<file path="config.mk">
export PLATFORM = sky130hd
export DESIGN_NAME = bun_ram
export DESIGN_NICKNAME = d
export VERILOG_FILES = /design/src/rtl/assert_macros.svh /design/src/rtl/bun_ram.sv
export SDC_FILE = /design/constraint.sdc
export NUM_CORES = 2
export LEC_CHECK = 0
export BUFFER_PORTS_ARGS = -buffer_cell sky130_fd_sc_hd__buf_2
export CORE_MARGIN = 2
export CORE_UTILIZATION = 44
export CTS_BUF_LIST = sky130_fd_sc_hd__clkbuf_4 sky130_fd_sc_hd__clkbuf_8 sky130_fd_sc_hd__clkbuf_16
export DETAILED_ROUTE_END_ITERATION = 10
export PLACE_DENSITY = 0.58
export SLEW_MARGIN = 20
export SYNTH_ARGS = -nofsm -noshare
export SYNTH_HDL_FRONTEND = slang
export SYNTH_SLANG_ARGS = --single-unit
</file>
<file path="constraint.sdc">
create_clock -name clk -period 6.31 [get_ports clk]
set_clock_uncertainty 0.15 [all_clocks]
set_input_delay 0.3155 -clock clk [delete_from_list [all_inputs] [get_ports clk]]
set_output_delay 0.3155 -clock clk [all_outputs]
set_load 0.05 [all_outputs]
</file>
<file path="src/rtl/assert_macros.svh">
// ---------------------------------------------------------------------------
// Assertion macros
// Shared concurrent assertion forms for the upscaler.
// ---------------------------------------------------------------------------
`ifndef ASSERT_MACROS_SVH
`define ASSERT_MACROS_SVH

// Same-cycle implication, disabled during reset.
`define ASSERT_IMPLY(label, clock, reset_n, cond, expr, msg) \
    label: assert property (@(posedge clock) disable iff (!reset_n) (cond) |-> (expr)) \
        else $error(msg);

// Next-cycle implication, disabled during reset.
`define ASSERT_NEXT(label, clock, reset_n, cond, expr, msg) \
    label: assert property (@(posedge clock) disable iff (!reset_n) (cond) |=> (expr)) \
        else $error(msg);

`endif

</file>
<file path="src/rtl/bun_ram.sv">
// ---------------------------------------------------------------------------
// bun_ram
// Generic single-write, single-read RAM with registered read data.
// ---------------------------------------------------------------------------
module bun_ram #(
    parameter int WIDTH = 8,
    parameter int DEPTH = 256
) (
    input  logic                     clk,
    input  logic                     we,
    input  logic [$clog2(DEPTH)-1:0] waddr,
    input  logic [WIDTH-1:0]         wdata,
    input  logic                     re,
    input  logic [$clog2(DEPTH)-1:0] raddr,
    output logic [WIDTH-1:0]         rdata
);

    logic [WIDTH-1:0] mem_reg [DEPTH];
    logic [WIDTH-1:0] rdata_reg;

    always_ff @(posedge clk)
    begin
        if (we)
        begin
            mem_reg[waddr] <= wdata;
        end
        if (re)
        begin
            rdata_reg <= mem_reg[raddr];
        end
    end

    assign rdata = rdata_reg;

endmodule

</file>
==> parameters.txt <==
Parameter                              Value

Outcome
  Status    complete, no violations

Setup path
  Launching element type of the critical path    input port
  Critical Path Sink Type    flip-flop
  Required time of the worst setup path    roughly 6.7 ns
  Largest driver fanout on the critical path    100
  Category of the critical setup timing path    input port to flip-flop
  Arrival time of the worst setup path    roughly 4.2 ns
  Setup slack of the worst register-to-register path    3.33 ns

Job
  Max-capacitance violation count    0

Power and ir drop
  Relative contribution of sequential cells to total power    53.5%
  Combinational power share    slightly below 5%
  Switching fraction of total power    21.2%
  Internal power    0.0222 W
  Cell leakage power    27.2 nW
  Net switching power of the design    0.00598 W
  Worst vdd rail ir drop    0.295 mV
  Pwr Density    317 nW/um2
  Part of the total power dissipated in the clock network    41.6%

Synthesis
  Leading cell type by number of instances after synthesis    edfxtp_1
  Distinct cells, synth    54
  Cell types with the highest counts after synthesis    edfxtp_1, mux4_2, nor2_1, mux2i_1, a22oi_1
  Count of mapped cells out of synthesis    3733
  Dominant cells by area after synthesis    edfxtp_1, mux4_2, mux2i_1, nor2_1, a22oi_1
  Avg Inst Size Synth    ~21 um2
  Register bit total from synthesis    2056
  Fraction of registers with async set or reset after synthesis    0%
  Count of yosys warnings during synthesis    0
  Cell accounting for the most synthesized area    edfxtp_1
  Cell area after technology mapping    79600 um2
  Number of enable-type register cells in the synthesized netlist    2056
  Yosys top cell area share    77.5%
  Predominant post-synthesis flop cell    edfxtp_1
  Net Count, Synth    3760
  Portion of the post-synthesis area used by sequential elements    a little under 80%

STA
  Setup_tns    0 ns
  Setup violations, final    0
  Worst-case headroom to the max-slew limit    26.3%
  Final Cycle Share    60.0%
  Final min period    3.78 ns
  Final-report max-slew violation count    0
  Least-Margin Pin Slew    about 1.1 ns
  Hold violation total from the final report    0
  Highest achievable clock rate    264 MHz
  RSZ-0062 raised after global routing    false
  Minimum hold slack    about 0.13 ns

Floorplan
  Die Y-Extent    approximately 430 um
  Starting utilization of the core area    44.2%
  Die outline width    approximately 430 um
  Floorplan core area    180000 um2
  Placement Rows    156
  Die Outline Area    184000 um2
  Count of boundary I/O pins    35

Detailed routing
  Average routed wire per standard cell    31.4 um
  Vias after detailed routing    38300
  ANT nets after route    0
  Routed WL    200000 um
  Total iterations of the first detailed-routing run    5
  DR vias/cell    6.01
  First-iteration detailed-routing DRC count    4161
  Post-route DRC    0

CTS
  CTS hold repair buffers    9
  Number of sinks on the clock net    a little over 2000
  Clock tree from TritonCTS    done
  Post-CTS setup buffer count    0
  Clock network latency to the later pin of the worst-skew pair    about 0.85 ns
  Number of buffers created by CTS    202
  CTS Root Cell    clkbuf_16
  Clock edge transition at the registers on the reported setup and hold paths    0.06 ns
  CTS Buffer Depth    3
  CTS-repair resized insts    0
  H-tree depth    4

Placement
  Port bufs    34
  HPWL after detailed placement    120000 um
  Weighted congestion reported at the end of routability-driven placement    0.823

Layout
  Area growth, synth to finish    11.7%
  Number of nets in the finished design    3870
  Largest register FFs    2048
  Share of layout cells above drive strength 1    23.3%

Global route
  First-pass GRT wire length    286000 um
  Vias in the first global route    roughly 38000
  Antenna violations before repair    16
  Remaining global-route overflow    0
  Maximum number of pins on one net before global-route repair    roughly 180
  GRT Resource Usage Total    21.7%

Hold path
  Worst min path class    input port to flip-flop
## worst paths after layout
| check | from | to | cells past startpoint |
|---|---|---|---|
| max | raddr[1] | rdata[2] | 9 |
| min | waddr[1] | mem_reg[171][1] | 3 |
| min reg2reg | mem_reg[55][2] | rdata[2] | 6 |
| max reg2reg | mem_reg[171][6] | rdata[6] | 5 |
## cells by family (layout without fill, tap and decap cells)
| family | after synthesis | count (layout) | share of synthesized area (%) |
|---|---|---|---|
| DFF | 2056 | 2056 | 77.5 |
| AOI/OAI and AO/OA | 385 | 385 | 3.42 |
| muxes | 591 | 591 | 14.6 |
| and+or+nand+nor | 466 | 466 | 2.63 |
| buffers and inverters | 235 | 499 | 1.83 |
| other | 0 | 5 | 0 |
## critical path, cell delays in order
cell and delay, ns:
buf_8 0.38, buf_12 0.48, buf_4 0.73, mux4_2 0.42
mux4_2 0.48, nor2_1 0.16, a2111oi_0 0.10, nor3_1 0.83
nor4_2 0.11
## final cells by class
type	count	area [um2]
multi-input combinational	1442	16600
tap	2370	2970
clock inverter	97	882
inverter	2	7.51
fill	14500	91400
antenna	5	12.5
timing repair buffer	139	1260
clock buffer	261	5520
sequential	2056	61700
## power groups by stage
stage | sequential (W) | clock [W] | combinational [W]
floorplan | 0.0154 | 0 | 0.000732
global placement | 0.0154 | 0 | 0.00136
detailed placement | 0.0154 | 0 | 0.00138
CTS | 0.0151 | 0.0119 | 0.00138
global route | 0.0151 | 0.0124 | 0.00144
finish | 0.0151 | 0.0117 | 0.00137
## cells in the final DEF, fill, tap and decap left out, drive strengths merged, types with 12 or more instances in the layout
master	instances
nor2b	31
a211oi	16
edfxtp	2056
o22ai	28
bufinv	13
nand2	33
nor4	27
mux2i	134
a22oi	133
clkinv	71
o221ai	47
o21ai	12
a21oi	96
mux4	456
a221oi	14
nor2	282
clkbuf	261
buf	130
nand3	34
nor3	22
## metrics by stage
step	cell area (um2)	utilization (%)	cells	total power (W)	setup slack [ns]
2_1_floorplan	79600	-	3733	0.0161	3.77
3_3_place_gp	82400	45.7	5999	0.0167	1.49
3_5_place_dp	82400	45.7	6000	0.0168	1.61
4_1_cts	88900	49.3	6367	0.0284	2.51
5_1_grt	88900	49.3	6370	0.0289	2.42
6_report	88900	49.3	6372	0.0282	2.53
## metal layers
layer,track usage [%],part of all wire [%],up-vias
li1,-,-,15900
met1,31.0,42,20600
met2,34.4,48,1473
met3,3.77,7.0,318
met4,6.38,2.8,8
met5,0,0.025,-
Note: power is estimated with default switching activity, not from simulation.
