<file path="config.mk">
export PLATFORM = sky130hd
export DESIGN_NAME = bun_div
export DESIGN_NICKNAME = d
export VERILOG_FILES = /design/src/rtl/assert_macros.svh /design/src/rtl/bun_pkg.sv /design/src/rtl/bun_div.sv
export SDC_FILE = /design/constraint.sdc
export NUM_CORES = 1
export LEC_CHECK = 0
export BUFFER_PORTS_ARGS = -buffer_cell sky130_fd_sc_hd__buf_2
export CAP_MARGIN = 20
export CORE_ASPECT_RATIO = 1.25
export CORE_MARGIN = 1
export CORE_UTILIZATION = 40
export CTS_CLUSTER_DIAMETER = 80
export CTS_CLUSTER_SIZE = 30
export DETAILED_ROUTE_END_ITERATION = 8
export PLACE_DENSITY = 0.61
export SLEW_MARGIN = 10
export SYNTH_ARGS = -nofsm -noshare
export SYNTH_HDL_FRONTEND = slang
export SYNTH_SLANG_ARGS = --single-unit
</file>
<file path="constraint.sdc">
create_clock -name clk -period 11.8 [get_ports clk]
set_clock_uncertainty 0.15 [all_clocks]
set_input_delay 1.77 -clock clk [delete_from_list [all_inputs] [get_ports clk]]
set_output_delay 1.77 -clock clk [all_outputs]
set_load 0.005 [all_outputs]
</file>
<file path="src/rtl/assert_macros.svh">
// ---------------------------------------------------------------------------
// Assertion macros
// Shared concurrent assertion forms for the upscaler.
// ---------------------------------------------------------------------------
`ifndef ASSERT_MACROS_SVH
`define ASSERT_MACROS_SVH

// Same-cycle implication, disabled during reset.
`define ASSERT_IMPLY(label, clock, reset_n, cond, expr, msg) \
    label: assert property (@(posedge clock) disable iff (!reset_n) (cond) |-> (expr)) \
        else $error(msg);

// Next-cycle implication, disabled during reset.
`define ASSERT_NEXT(label, clock, reset_n, cond, expr, msg) \
    label: assert property (@(posedge clock) disable iff (!reset_n) (cond) |=> (expr)) \
        else $error(msg);

`endif

</file>
<file path="src/rtl/bun_pkg.sv">
// ---------------------------------------------------------------------------
// bun_pkg
// Constants, types and the divider step function of the bilinear upscaler.
// ---------------------------------------------------------------------------
package bun_pkg;

    localparam int MAX_WIDTH  = 256;
    localparam int MAX_HEIGHT = 256;
    localparam int MAX_SCALE  = 16;

    localparam int COORD_W = 12;
    localparam int PIX_W   = 8;
    localparam int RND_W   = 15;

    localparam int WREG_W     = 9;
    localparam int HREG_W     = 9;
    localparam int SREG_W     = 5;
    localparam int NREG_W     = 7;
    localparam int CFG_DATA_W = 9;
    localparam int CFG_IDX_W  = 2;

    localparam logic [CFG_IDX_W-1:0] REG_SRC_WIDTH   = 2'd0;
    localparam logic [CFG_IDX_W-1:0] REG_SRC_HEIGHT  = 2'd1;
    localparam logic [CFG_IDX_W-1:0] REG_SCALE       = 2'd2;
    localparam logic [CFG_IDX_W-1:0] REG_NOISE_RANGE = 2'd3;

    localparam int CW      = $clog2(MAX_WIDTH);
    localparam int RW      = $clog2(MAX_HEIGHT);
    localparam int BANK_AW = (CW - 1) + (RW - 1);
    localparam int BANK_DEPTH = 1 << BANK_AW;
    localparam int NBANK   = 4;

    localparam int WGT_W = 2 * SREG_W;
    localparam int NUM_W = PIX_W + WGT_W + 2;
    localparam int NZ_W  = NREG_W + 1;

    localparam int DIV_NW     = NUM_W;
    localparam int DIV_DW     = WGT_W;
    localparam int DIV_STEPS  = 4;
    localparam int DIV_STAGES = (DIV_NW + DIV_STEPS - 1) / DIV_STEPS;

    localparam int ST_A     = DIV_STAGES + 1;
    localparam int ST_M     = ST_A + 1;
    localparam int ST_O     = ST_M + DIV_STAGES + 1;
    localparam int N_STAGES = ST_O + 1;

    typedef struct packed {
        logic [DIV_DW-1:0] rem;
        logic [DIV_NW-1:0] dq;
    } div_t;

    typedef struct packed {
        logic               kind;
        logic [COORD_W-1:0] x;
        logic [COORD_W-1:0] y;
        logic [PIX_W-1:0]   pv;
        logic [RND_W-1:0]   rnd;
    } in_t;

    typedef struct packed {
        logic             kind;
        logic             load_ok;
        logic [PIX_W-1:0] pv;
        logic [CW-1:0]    lx;
        logic [RW-1:0]    ly;
    } side_t;

    typedef struct packed {
        logic             smp;
        logic             ix0;
        logic             iy0;
        logic             xcl;
        logic             ycl;
        logic [WGT_W-1:0] w00;
        logic [WGT_W-1:0] w10;
        logic [WGT_W-1:0] w01;
        logic [WGT_W-1:0] w11;
        logic [NZ_W-1:0]  nz;
    } a_t;

    function automatic div_t div_step(input div_t s, input logic [DIV_DW-1:0] den);
        logic [DIV_DW:0] t;
        logic            qb;
        div_t            r;
        t  = {s.rem, s.dq[DIV_NW-1]};
        qb = 1'b0;
        if (t >= {1'b0, den})
        begin
            t  = t - {1'b0, den};
            qb = 1'b1;
        end
        r.rem = t[DIV_DW-1:0];
        r.dq  = {s.dq[DIV_NW-2:0], qb};
        return r;
    endfunction

endpackage

</file>
<file path="src/rtl/bun_div.sv">
// ---------------------------------------------------------------------------
// bun_div
// Pipelined restoring divider, a few quotient bits per stage.
// ---------------------------------------------------------------------------
module bun_div (
    input  logic                             clk,
    input  logic [bun_pkg::DIV_STAGES-1:0]   en,
    input  logic [bun_pkg::DIV_NW-1:0]       num,
    input  logic [bun_pkg::DIV_DW-1:0]       den,
    output logic [bun_pkg::DIV_NW-1:0]       quot,
    output logic [bun_pkg::DIV_DW-1:0]       rem
);

    bun_pkg::div_t             st_reg   [bun_pkg::DIV_STAGES];
    bun_pkg::div_t             st_next  [bun_pkg::DIV_STAGES];
    logic [bun_pkg::DIV_DW-1:0] den_reg  [bun_pkg::DIV_STAGES];
    logic [bun_pkg::DIV_DW-1:0] den_next [bun_pkg::DIV_STAGES];

    always_comb
    begin
        bun_pkg::div_t             cur;
        logic [bun_pkg::DIV_DW-1:0] d;
        for (int k = 0; k < bun_pkg::DIV_STAGES; k++)
        begin
            if (k == 0)
            begin
                cur.rem = '0;
                cur.dq  = num;
                d       = den;
            end
            else
            begin
                cur = st_reg[k-1];
                d   = den_reg[k-1];
            end
            for (int j = 0; j < bun_pkg::DIV_STEPS; j++)
            begin
                if (k * bun_pkg::DIV_STEPS + j < bun_pkg::DIV_NW)
                begin
                    cur = bun_pkg::div_step(cur, d);
                end
            end
            st_next[k]  = cur;
            den_next[k] = d;
        end
    end

    always_ff @(posedge clk)
    begin
        for (int k = 0; k < bun_pkg::DIV_STAGES; k++)
        begin
            if (en[k])
            begin
                st_reg[k]  <= st_next[k];
                den_reg[k] <= den_next[k];
            end
        end
    end

    assign quot = st_reg[bun_pkg::DIV_STAGES-1].dq;
    assign rem  = st_reg[bun_pkg::DIV_STAGES-1].rem;

endmodule

</file>
==> results.json, run 1 <==
{
  "status": "finished, final reports clean",
  "synth.avg_cell_area_um2": 10.1,
  "grt_pass1_vias": 12500,
  "ys.flop_type": "edfxtp_1",
  "tns_ps": 0,
  "worst_setup_path_end_kind": "register",
  "cp-start-kind": "register",
  "synth-edff-count": 190,
  "cts.clk_slew.worst_paths_ps": 80,
  "ys_warn_count": 0,
  "io_buffers": 65,
  "crit_family": "compound AO/OA/AOI/OAI gates",
  "syn_area_um2": 16800,
  "area_delta_synth_final_pct": 8.10,
  "synth_top_cell_by_area": "edfxtp_1",
  "ys_seq_area_share_pct": 33.9,
  "crit_type": "reg2reg",
  "crit_path_max_fanout": 15,
  "num_vias": 12700,
  "dpl.hpwl_um": 32100,
  "grt_overflow": 0,
  "r2r_start": "den_reg[0][1]",
  "ys_ff_latch": 190,
  "insertion_delay_ps": 460,
  "via_per_inst": 5.58,
  "cts-root-buf": "clkbuf_16",
  "die_w_um": 185,
  "htreeDepth": 4,
  "drive_above_1_share_pct": 12.6,
  "antenna_left": 0,
  "grt_util_all_layers_pct": 19.1,
  "synthCells": 1670,
  "worst_hold_path_type": "reg2reg",
  "antenna_found_initial": 0,
  "rsz0062_at_grt": "no",
  "die_area_um2": 42900,
  "rows": 83,
  "rr_worst_depth": 36,
  "gp_congestion": 0.913,
  "largest_reg_flops": 150,
  "async_reset_ff_share_pct": 0,
  "start_util_pct": 40.8,
  "ios": 66,
  "drc_errors": 0,
  "grt_max_degree": 41,
  "cts_tree": "yes",
  "drv_slew": 0,
  "chipHeight_um": 231,
  "critPathRequiredTime_ps": 11850,
  "wirelength_um": 39800,
  "cts_resized": 0,
  "cts_buffers": 17,
  "wl_per_cell_um": 17.5,
  "cts_buffer_depth": 2,
  "synth.area.top_cells": "edfxtp_1 34%, ha_1 14%, mux2_2 5.2%",
  "core_um2": 41200,
  "period_share_pct": 91.2,
  "ctsHoldBuffers": 0,
  "cp_num_cells": 36,
  "cpPeakStageDelay_ps": 740,
  "grt_first_pass_wirelength_um": 64100,
  "drtPass1Iterations": 5,
  "clock-sinks": 190,
  "cap_viol_max_count": 0,
  "worstReg2RegEnd": "st_reg[0][54]",
  "syn_nets": 1917,
  "crit_slowest_cell": "a211oi_2",
  "hp-start": "st_reg[0][41]",
  "min_period_ps": 10760,
  "synth.top_cell.area_share_pct": 33.9,
  "fin_nets": 1955,
  "hold_depth": 0,
  "post_synth_num_cell_types": 90,
  "cp_data_arrival_time_ps": 10820,
  "max_freq_mhz": 92.9,
  "cp-startpoint": "den_reg[0][1]",
  "post-cts-setup-buffer-count": 0,
  "hold_viol": 0,
  "crit_path_end": "st_reg[0][54]",
  "tightest_slew_ps": 1080,
  "first_iter_violations": 712,
  "reg2reg_slack_ps": 1040,
  "slew-limit-headroom_pct": 26.3,
  "cp_num_buf_inv": 3,
  "num_antenna_cells": 0,
  "setup-violations-final": 0
}
stage by stage:
step	utilization [%]	instances	hold slack (ps)	area, um^2	worst slack, ps
2_1_floorplan	-	1670	250	16800	2910
3_3_place_gp	42.6	2241	250	17500	966
3_5_place_dp	42.6	2241	255	17500	1080
4_1_cts	44.1	2273	270	18200	1060
5_1_grt	44.1	2273	276	18200	285
6_report	44.1	2273	270	18200	1040
layout by cell type, fill, tap and decap left out, types with 7 or more instances in the layout:
cell type  instances
a211oi_1          19
a21o_1            46
a21oi_1          118
a221o_1           27
a221oi_1          10
and2_1             9
and3_1            11
buf_2             65
clkbuf_16         17
edfxtp_1         190
fa_1              19
ha_1             192
inv_1            138
mux2_2            78
mux2i_1           26
nand2_1           76
nand2b_1          24
nand3_1           14
nand4_1           35
nor2_1           106
nor2b_1           41
nor3_1            30
o211ai_1          10
o21a_1            44
o21ai_0           80
o21ai_1            7
o21bai_1           9
o31a_1             9
or2_2              7
or3_1              8
xnor2_1          100
xor2_1            30
routing by layer:
metal,global-route usage (%),vias to the layer above,part of all wire [%]
met1,23.2,6069,43
met2,34.1,239,51
met4,6.82,0,2.5
met3,2.47,61,2.9
met5,0,-,0
li1,-,6321,-
Yosys cell counts, drive strengths merged (4+ instances only):
cell type  instances
nor2b             41
o211ai            12
o21a              44
nand4             35
xor2              30
nor3              31
mux2              78
nor3b              4
clkbuf             8
nand2b            24
a21o              46
a221oi            10
o31a               9
a31oi              6
o221ai             8
o21bai             9
a211oi            23
o31ai              6
fa                19
and2               9
ha               192
xnor2            100
and3              11
edfxtp           190
o2111ai            4
buf               41
or3                8
nand3             14
nor4               7
inv              139
a21oi            120
o22ai              6
mux2i             27
a221o             27
nand4b             5
o21ai             90
or2                9
or4                4
nand2             76
nor2             107
cells by family after synthesis:
logic type	synth area share, %
and+or+nand+nor	12.4
adders and majority gates	16.5
xor gates and xnor gates	6.77
muxes	6.85
buffers and inverters	5.00
AOI/OAI and AO/OA	18.6
DFF	33.9
worst min-delay path by stage:
stage | to | slack, ps
2_1_floorplan | st_reg[0][100] | 250
3_3_place_gp | st_reg[0][124] | 250
3_5_place_dp | st_reg[0][104] | 250
4_1_cts | st_reg[0][65] | 270
5_1_grt | st_reg[0][67] | 280
6_report | st_reg[0][75] | 270
area by class of cell:
| cell class | count | area (um^2) |
|---|---|---|
| fillers | 3981 | 23000 |
| clock buffers | 17 | 425 |
| well taps | 552 | 691 |
| multi-input cells | 1292 | 10300 |
| inverters | 139 | 522 |
| flip-flops and latches | 190 | 5710 |
| repair buffers | 68 | 348 |
| clock inverters | 15 | 219 |
worst reg2reg max path, delay by kind of cell (launching register included):
family / cells / cell delay, ps
adders and majority gates: 4 / 1270
buffers and inverters: 3 / 570
and+or+nand+nor: 9 / 2350
muxes: 1 / 430
AOI/OAI and AO/OA: 19 / 5230
DFF: 1 / 530
Power of run 1 is not shown: default switching activity piles up to over one toggle a cycle in this logic, so the estimate is an artifact.
==> run 2, diff against run 1 <==
--- a/config.mk
+++ b/config.mk
@@ -9,11 +9,11 @@
 export CAP_MARGIN = 20
 export CORE_ASPECT_RATIO = 1.25
 export CORE_MARGIN = 1
-export CORE_UTILIZATION = 40
+export CORE_UTILIZATION = 50
 export CTS_CLUSTER_DIAMETER = 80
 export CTS_CLUSTER_SIZE = 30
 export DETAILED_ROUTE_END_ITERATION = 8
-export PLACE_DENSITY = 0.61
+export PLACE_DENSITY = 0.67
 export SLEW_MARGIN = 10
 export SYNTH_ARGS = -nofsm -noshare
 export SYNTH_HDL_FRONTEND = slang
==> run 2 against run 1 <==
  * The run now ends with DRC left
  * Non-clock buffer count fell by 1
  * Worst hold slack lost 1.4 ps
  * Utilization rose by 11 points
  * Final cell count shrank 5.9%
  * Fmax increased by 2.4%
==> results.json, run 2 (synthesis gave the netlist of run 1 again) <==
{
  "status": "finished, violations left",
  "violations": "DRC",
  "grt_pass1_vias": 12800,
  "cp_data_arrival_time_ps": 10570,
  "period_share_pct": 89.1,
  "rows": 74,
  "rr_worst_depth": 35,
  "min_period_ps": 10510,
  "multi_input_comb_area_um2": 10300,
  "grt_overflow": 0,
  "critPathRequiredTime_ps": 11860,
  "crit_path_end": "st_reg[0][57]",
  "cp-startpoint": "den_reg[0][1]",
  "insertion_delay_ps": 460,
  "layout_commonest_cell": "ha_1",
  "worst_hold_path_type": "reg2reg",
  "ctsHoldBuffers": 0,
  "nFillCells": 2849,
  "worst_setup_path_end_kind": "register",
  "grt_first_pass_wirelength_um": 64000,
  "drtPass1Iterations": 7,
  "cts-root-buf": "clkbuf_16",
  "cts.clk_slew.worst_paths_ps": 80,
  "wl_met1_um": 17000,
  "largest_reg_flops": 150,
  "gp_congestion": 0.929,
  "ios": 66,
  "start_util_pct": 51.2,
  "die_w_um": 166,
  "slew-limit-headroom_pct": 28.8,
  "cts_resized": 0,
  "tightest_slew_ps": 1060,
  "wl_met2_um": 19500,
  "cts_buffer_depth": 2,
  "die_area_um2": 34400,
  "wirelength_um": 39200,
  "num_antenna_cells": 0,
  "crit_path_max_fanout": 15,
  "cp_num_cells": 35,
  "wl_per_cell_um": 18.3,
  "worstReg2RegEnd": "st_reg[0][57]",
  "setup-violations-final": 0,
  "post-cts-setup-buffer-count": 0,
  "cts_tree": "yes",
  "placed_area_um2": 17400,
  "grt_util_all_layers_pct": 23.3,
  "reg2reg_slack_ps": 1290,
  "antenna_found_initial": 0,
  "via_per_inst": 5.96,
  "top_layer": "met4",
  "tns_ps": 0,
  "chipHeight_um": 207,
  "crit_slowest_cell": "a211oi_2",
  "drc_errors": 2,
  "rsz0062_at_grt": "no",
  "hold_viol": 0,
  "first_iter_violations": 670,
  "max_freq_mhz": 95.1,
  "htreeDepth": 4,
  "antenna_left": 0,
  "r2r_start": "den_reg[0][1]",
  "wl_met3_um": 1080,
  "cap_viol_max_count": 0,
  "cts_buffers": 17,
  "most-common-layout-cells": "192 x ha_1, 190 x edfxtp_1, 138 x inv_1, 118 x a21oi_1, 106 x nor2_1",
  "cp-start-kind": "register",
  "drv_slew": 0,
  "grt_max_degree": 41,
  "num_vias": 12700,
  "core_um2": 32900,
  "crit_type": "reg2reg",
  "area_delta_synth_final_pct": 6.97,
  "drive_above_1_share_pct": 12.5,
  "post-route-cell-area_um2": 18000,
  "crit_family": "compound AO/OA/AOI/OAI gates",
  "cpPeakStageDelay_ps": 740,
  "fin_nets": 1954,
  "dpl.hpwl_um": 31600,
  "cp_num_buf_inv": 2,
  "clock-sinks": 190,
  "ff_latch_area_um2": 5710,
  "io_buffers": 65
}
-- run 2: per-layer routing --
metal / up-vias / global-route usage (%)
met5: - / 0
met4: 0 / 11.7
met3: 87 / 2.64
met2: 264 / 41.4
met1: 6073 / 28.0
li1: 6316 / -
-- run 2: worst min path at each step --
stage / startpoint / depth (start not counted) / end
2_1_floorplan: st_reg[0][66] / 0 / st_reg[0][100]
3_3_place_gp: st_reg[0][61] / 0 / st_reg[0][95]
3_5_place_dp: st_reg[0][70] / 0 / st_reg[0][104]
4_1_cts: st_reg[0][8] / 0 / st_reg[0][42]
5_1_grt: st_reg[0][61] / 0 / st_reg[0][95]
6_report: st_reg[0][8] / 0 / st_reg[0][42]
-- run 2: per-stage QoR --
step           cells  worst slack (ps)  hold WS [ps]  utilization, %
3_3_place_gp    2106              1510           250            52.9
6_report        2138              1290           268            54.8
2_1_floorplan   1670              2910           250               -
3_5_place_dp    2106              1360           255            52.9
5_1_grt         2138               309           274            54.8
4_1_cts         2138              1320           267            54.8
-- run 2: area by class of cell --
cell class                 instances  share of cell area (%)
clock buffer                      17                    2.36
timing repair buffer              67                    1.89
inverter                         139                    2.90
clock inverter                    15                    1.13
multi-input combinational       1292                    57.1
sequential                       190                    31.7
tap                              418                    2.91
Power of run 2 is left out for the same reason.
==> run 3, diff against run 2 <==
--- a/config.mk
+++ b/config.mk
@@ -5,6 +5,7 @@
 export SDC_FILE = /design/constraint.sdc
 export NUM_CORES = 1
 export LEC_CHECK = 0
+export ABC_AREA = 1
 export BUFFER_PORTS_ARGS = -buffer_cell sky130_fd_sc_hd__buf_2
 export CAP_MARGIN = 20
 export CORE_ASPECT_RATIO = 1.25
==> run 3 against run 2 <==
  * The run now ends clean
  * Synthesized area rose by 7.4%
  * Worst hold slack got worse by 1.3 ps
  * Largest cell class unchanged
  * Die area rose by 7.3%
  * Sequential share of layout area fell by 1.6 points
  * Highest routed layer is now met5
  * Critical endpoint is now st_reg[0][20]
==> results.json, run 3 <==
{
  "cts.clk_slew.worst_paths_ps": 70,
  "status": "finished, final reports clean",
  "num_antenna_cells": 0,
  "period_share_pct": 69.2,
  "setup-violations-final": 0,
  "tightest_slew_ps": 1040,
  "via_per_inst": 5.39,
  "core_um2": 35500,
  "grt_util_all_layers_pct": 25.7,
  "rows": 77,
  "insertion_delay_ps": 470,
  "most-common-layout-cells": "689 x nand2_1, 332 x inv_1, 192 x ha_1, 190 x nand3_1, 190 x edfxtp_1",
  "start_util_pct": 51.0,
  "max_freq_mhz": 122,
  "tns_ps": 0,
  "ios": 66,
  "min_period_ps": 8170,
  "grt_first_pass_wirelength_um": 73900,
  "crit_slowest_cell": "o21ai_0",
  "htreeDepth": 4,
  "syn_nets": 2584,
  "ys_ff_latch": 190,
  "drv_slew": 0,
  "crit_type": "in2reg",
  "wirelength_um": 45700,
  "cts_buffer_depth": 2,
  "ys_seq_area_share_pct": 31.6,
  "io_buffers": 65,
  "nFillCells": 3457,
  "cts-root-buf": "clkbuf_16",
  "synth-edff-count": 190,
  "die_area_um2": 36900,
  "post_synth_num_cell_types": 46,
  "cp_data_arrival_time_ps": 8210,
  "area_delta_synth_final_pct": 4.86,
  "die_w_um": 172,
  "hold_viol": 0,
  "layout_commonest_cell": "nand2_1",
  "ctsHoldBuffers": 0,
  "dpl.hpwl_um": 36300,
  "drc_errors": 0,
  "crit_path_max_fanout": 13,
  "grt_overflow": 0,
  "drive_above_1_share_pct": 7.68,
  "cts_resized": 0,
  "synthCells": 2337,
  "synth.area.top_cells": "edfxtp_1 32%, nand2_1 14%, ha_1 13%",
  "ys_warn_count": 0,
  "largest_reg_flops": 150,
  "syn_area_um2": 18100,
  "gp_congestion": 0.957,
  "antenna_left": 0,
  "antenna_found_initial": 1,
  "synth_top_cell_by_area": "edfxtp_1",
  "grt_max_degree": 41,
  "worst_hold_path_type": "reg2reg",
  "fin_nets": 2592,
  "async_reset_ff_share_pct": 0,
  "cpPeakStageDelay_ps": 490,
  "cts_buffers": 17,
  "critPathRequiredTime_ps": 11840,
  "synth.avg_cell_area_um2": 7.74,
  "synthTopCellsByCount": "689 x nand2_1, 332 x inv_1, 192 x ha_1",
  "synth.top_cell.area_share_pct": 31.6,
  "cts_tree": "yes",
  "grt_pass1_vias": 14700,
  "drtPass1Iterations": 6,
  "rsz0062_at_grt": "no",
  "cap_viol_max_count": 0,
  "yosysMostFrequentCell": "nand2_1",
  "num_vias": 15300,
  "path_common_cell": "nand2_1",
  "slew-limit-headroom_pct": 30.4,
  "first_iter_violations": 936,
  "clock-sinks": 190,
  "chipHeight_um": 215,
  "ys.flop_type": "edfxtp_1",
  "cp-start-kind": "input port",
  "worst_setup_path_end_kind": "register",
  "post-cts-setup-buffer-count": 0,
  "wl_per_cell_um": 16.1
}
-- run 3: critical path: cells and delay by family --
kind	cells	cell delay [ps]
AO/OA/AOI/OAI	9	1850
adder cells (fa/ha/maj)	4	1080
buffers and inverters	5	780
AND/OR/NAND/NOR	24	2690
-- run 3: layout make-up --
class,instances,area [um^2],share of cell area [%]
Clock buffer,18,429,2.26
Multi-Input combinational cell,1729,10500,55.2
Inverter,341,1280,6.77
Timing Repair Buffer,66,345,1.82
Tap cell,474,593,3.13
Sequential cell,190,5710,30.1
Clock inverter,14,143,0.752
-- run 3: layer usage --
| metal | share of wire, % | up-vias | GRT usage (%) | wire length, um |
|---|---|---|---|---|
| met1 | 41 | 7029 | 29.9 | 18700 |
| met2 | 50 | 381 | 45.7 | 23000 |
| met4 | 4.3 | 2 | 12.4 | 1970 |
| met5 | 0.028 | - | 0 | 13 |
| li1 | - | 7750 | - | - |
| met3 | 4.2 | 114 | 3.56 | 1920 |
-- run 3: cell families after synthesis --
logic type	count (synthesis)	share of synthesized area, %
fa+ha+maj	211	15.4
simple gates	1147	28.6
compound gates	242	7.60
buf+inv	418	10.6
flops	190	31.6
xor+xnor	129	6.25
-- run 3: final timing paths --
check                                   start       endpoint  slack, ps  cells past startpoint
worst max-delay path                   den[1]  st_reg[0][20]       3630                     42
worst min-delay path            st_reg[0][34]  st_reg[0][68]        270                      0
worst max register to register  den_reg[0][1]  st_reg[0][56]       3650                     42
worst min register to register  st_reg[0][34]  st_reg[0][68]        270                      0
-- run 3: stage by stage --
| step | instances | instance area [um^2] | hold WS [ps] | utilization (%) | worst slack [ps] |
|---|---|---|---|---|---|
| global placement | 2799 | 18400 | 251 | 51.8 | 3450 |
| floorplan | 2337 | 18100 | 250 | - | 4330 |
| finish | 2832 | 19000 | 267 | 53.5 | 3630 |
| CTS | 2831 | 18900 | 267 | 53.4 | 3670 |
| global route | 2832 | 19000 | 275 | 53.5 | 2800 |
| detailed placement | 2799 | 18400 | 255 | 51.8 | 3210 |
Power of run 3 is left out for the same reason.
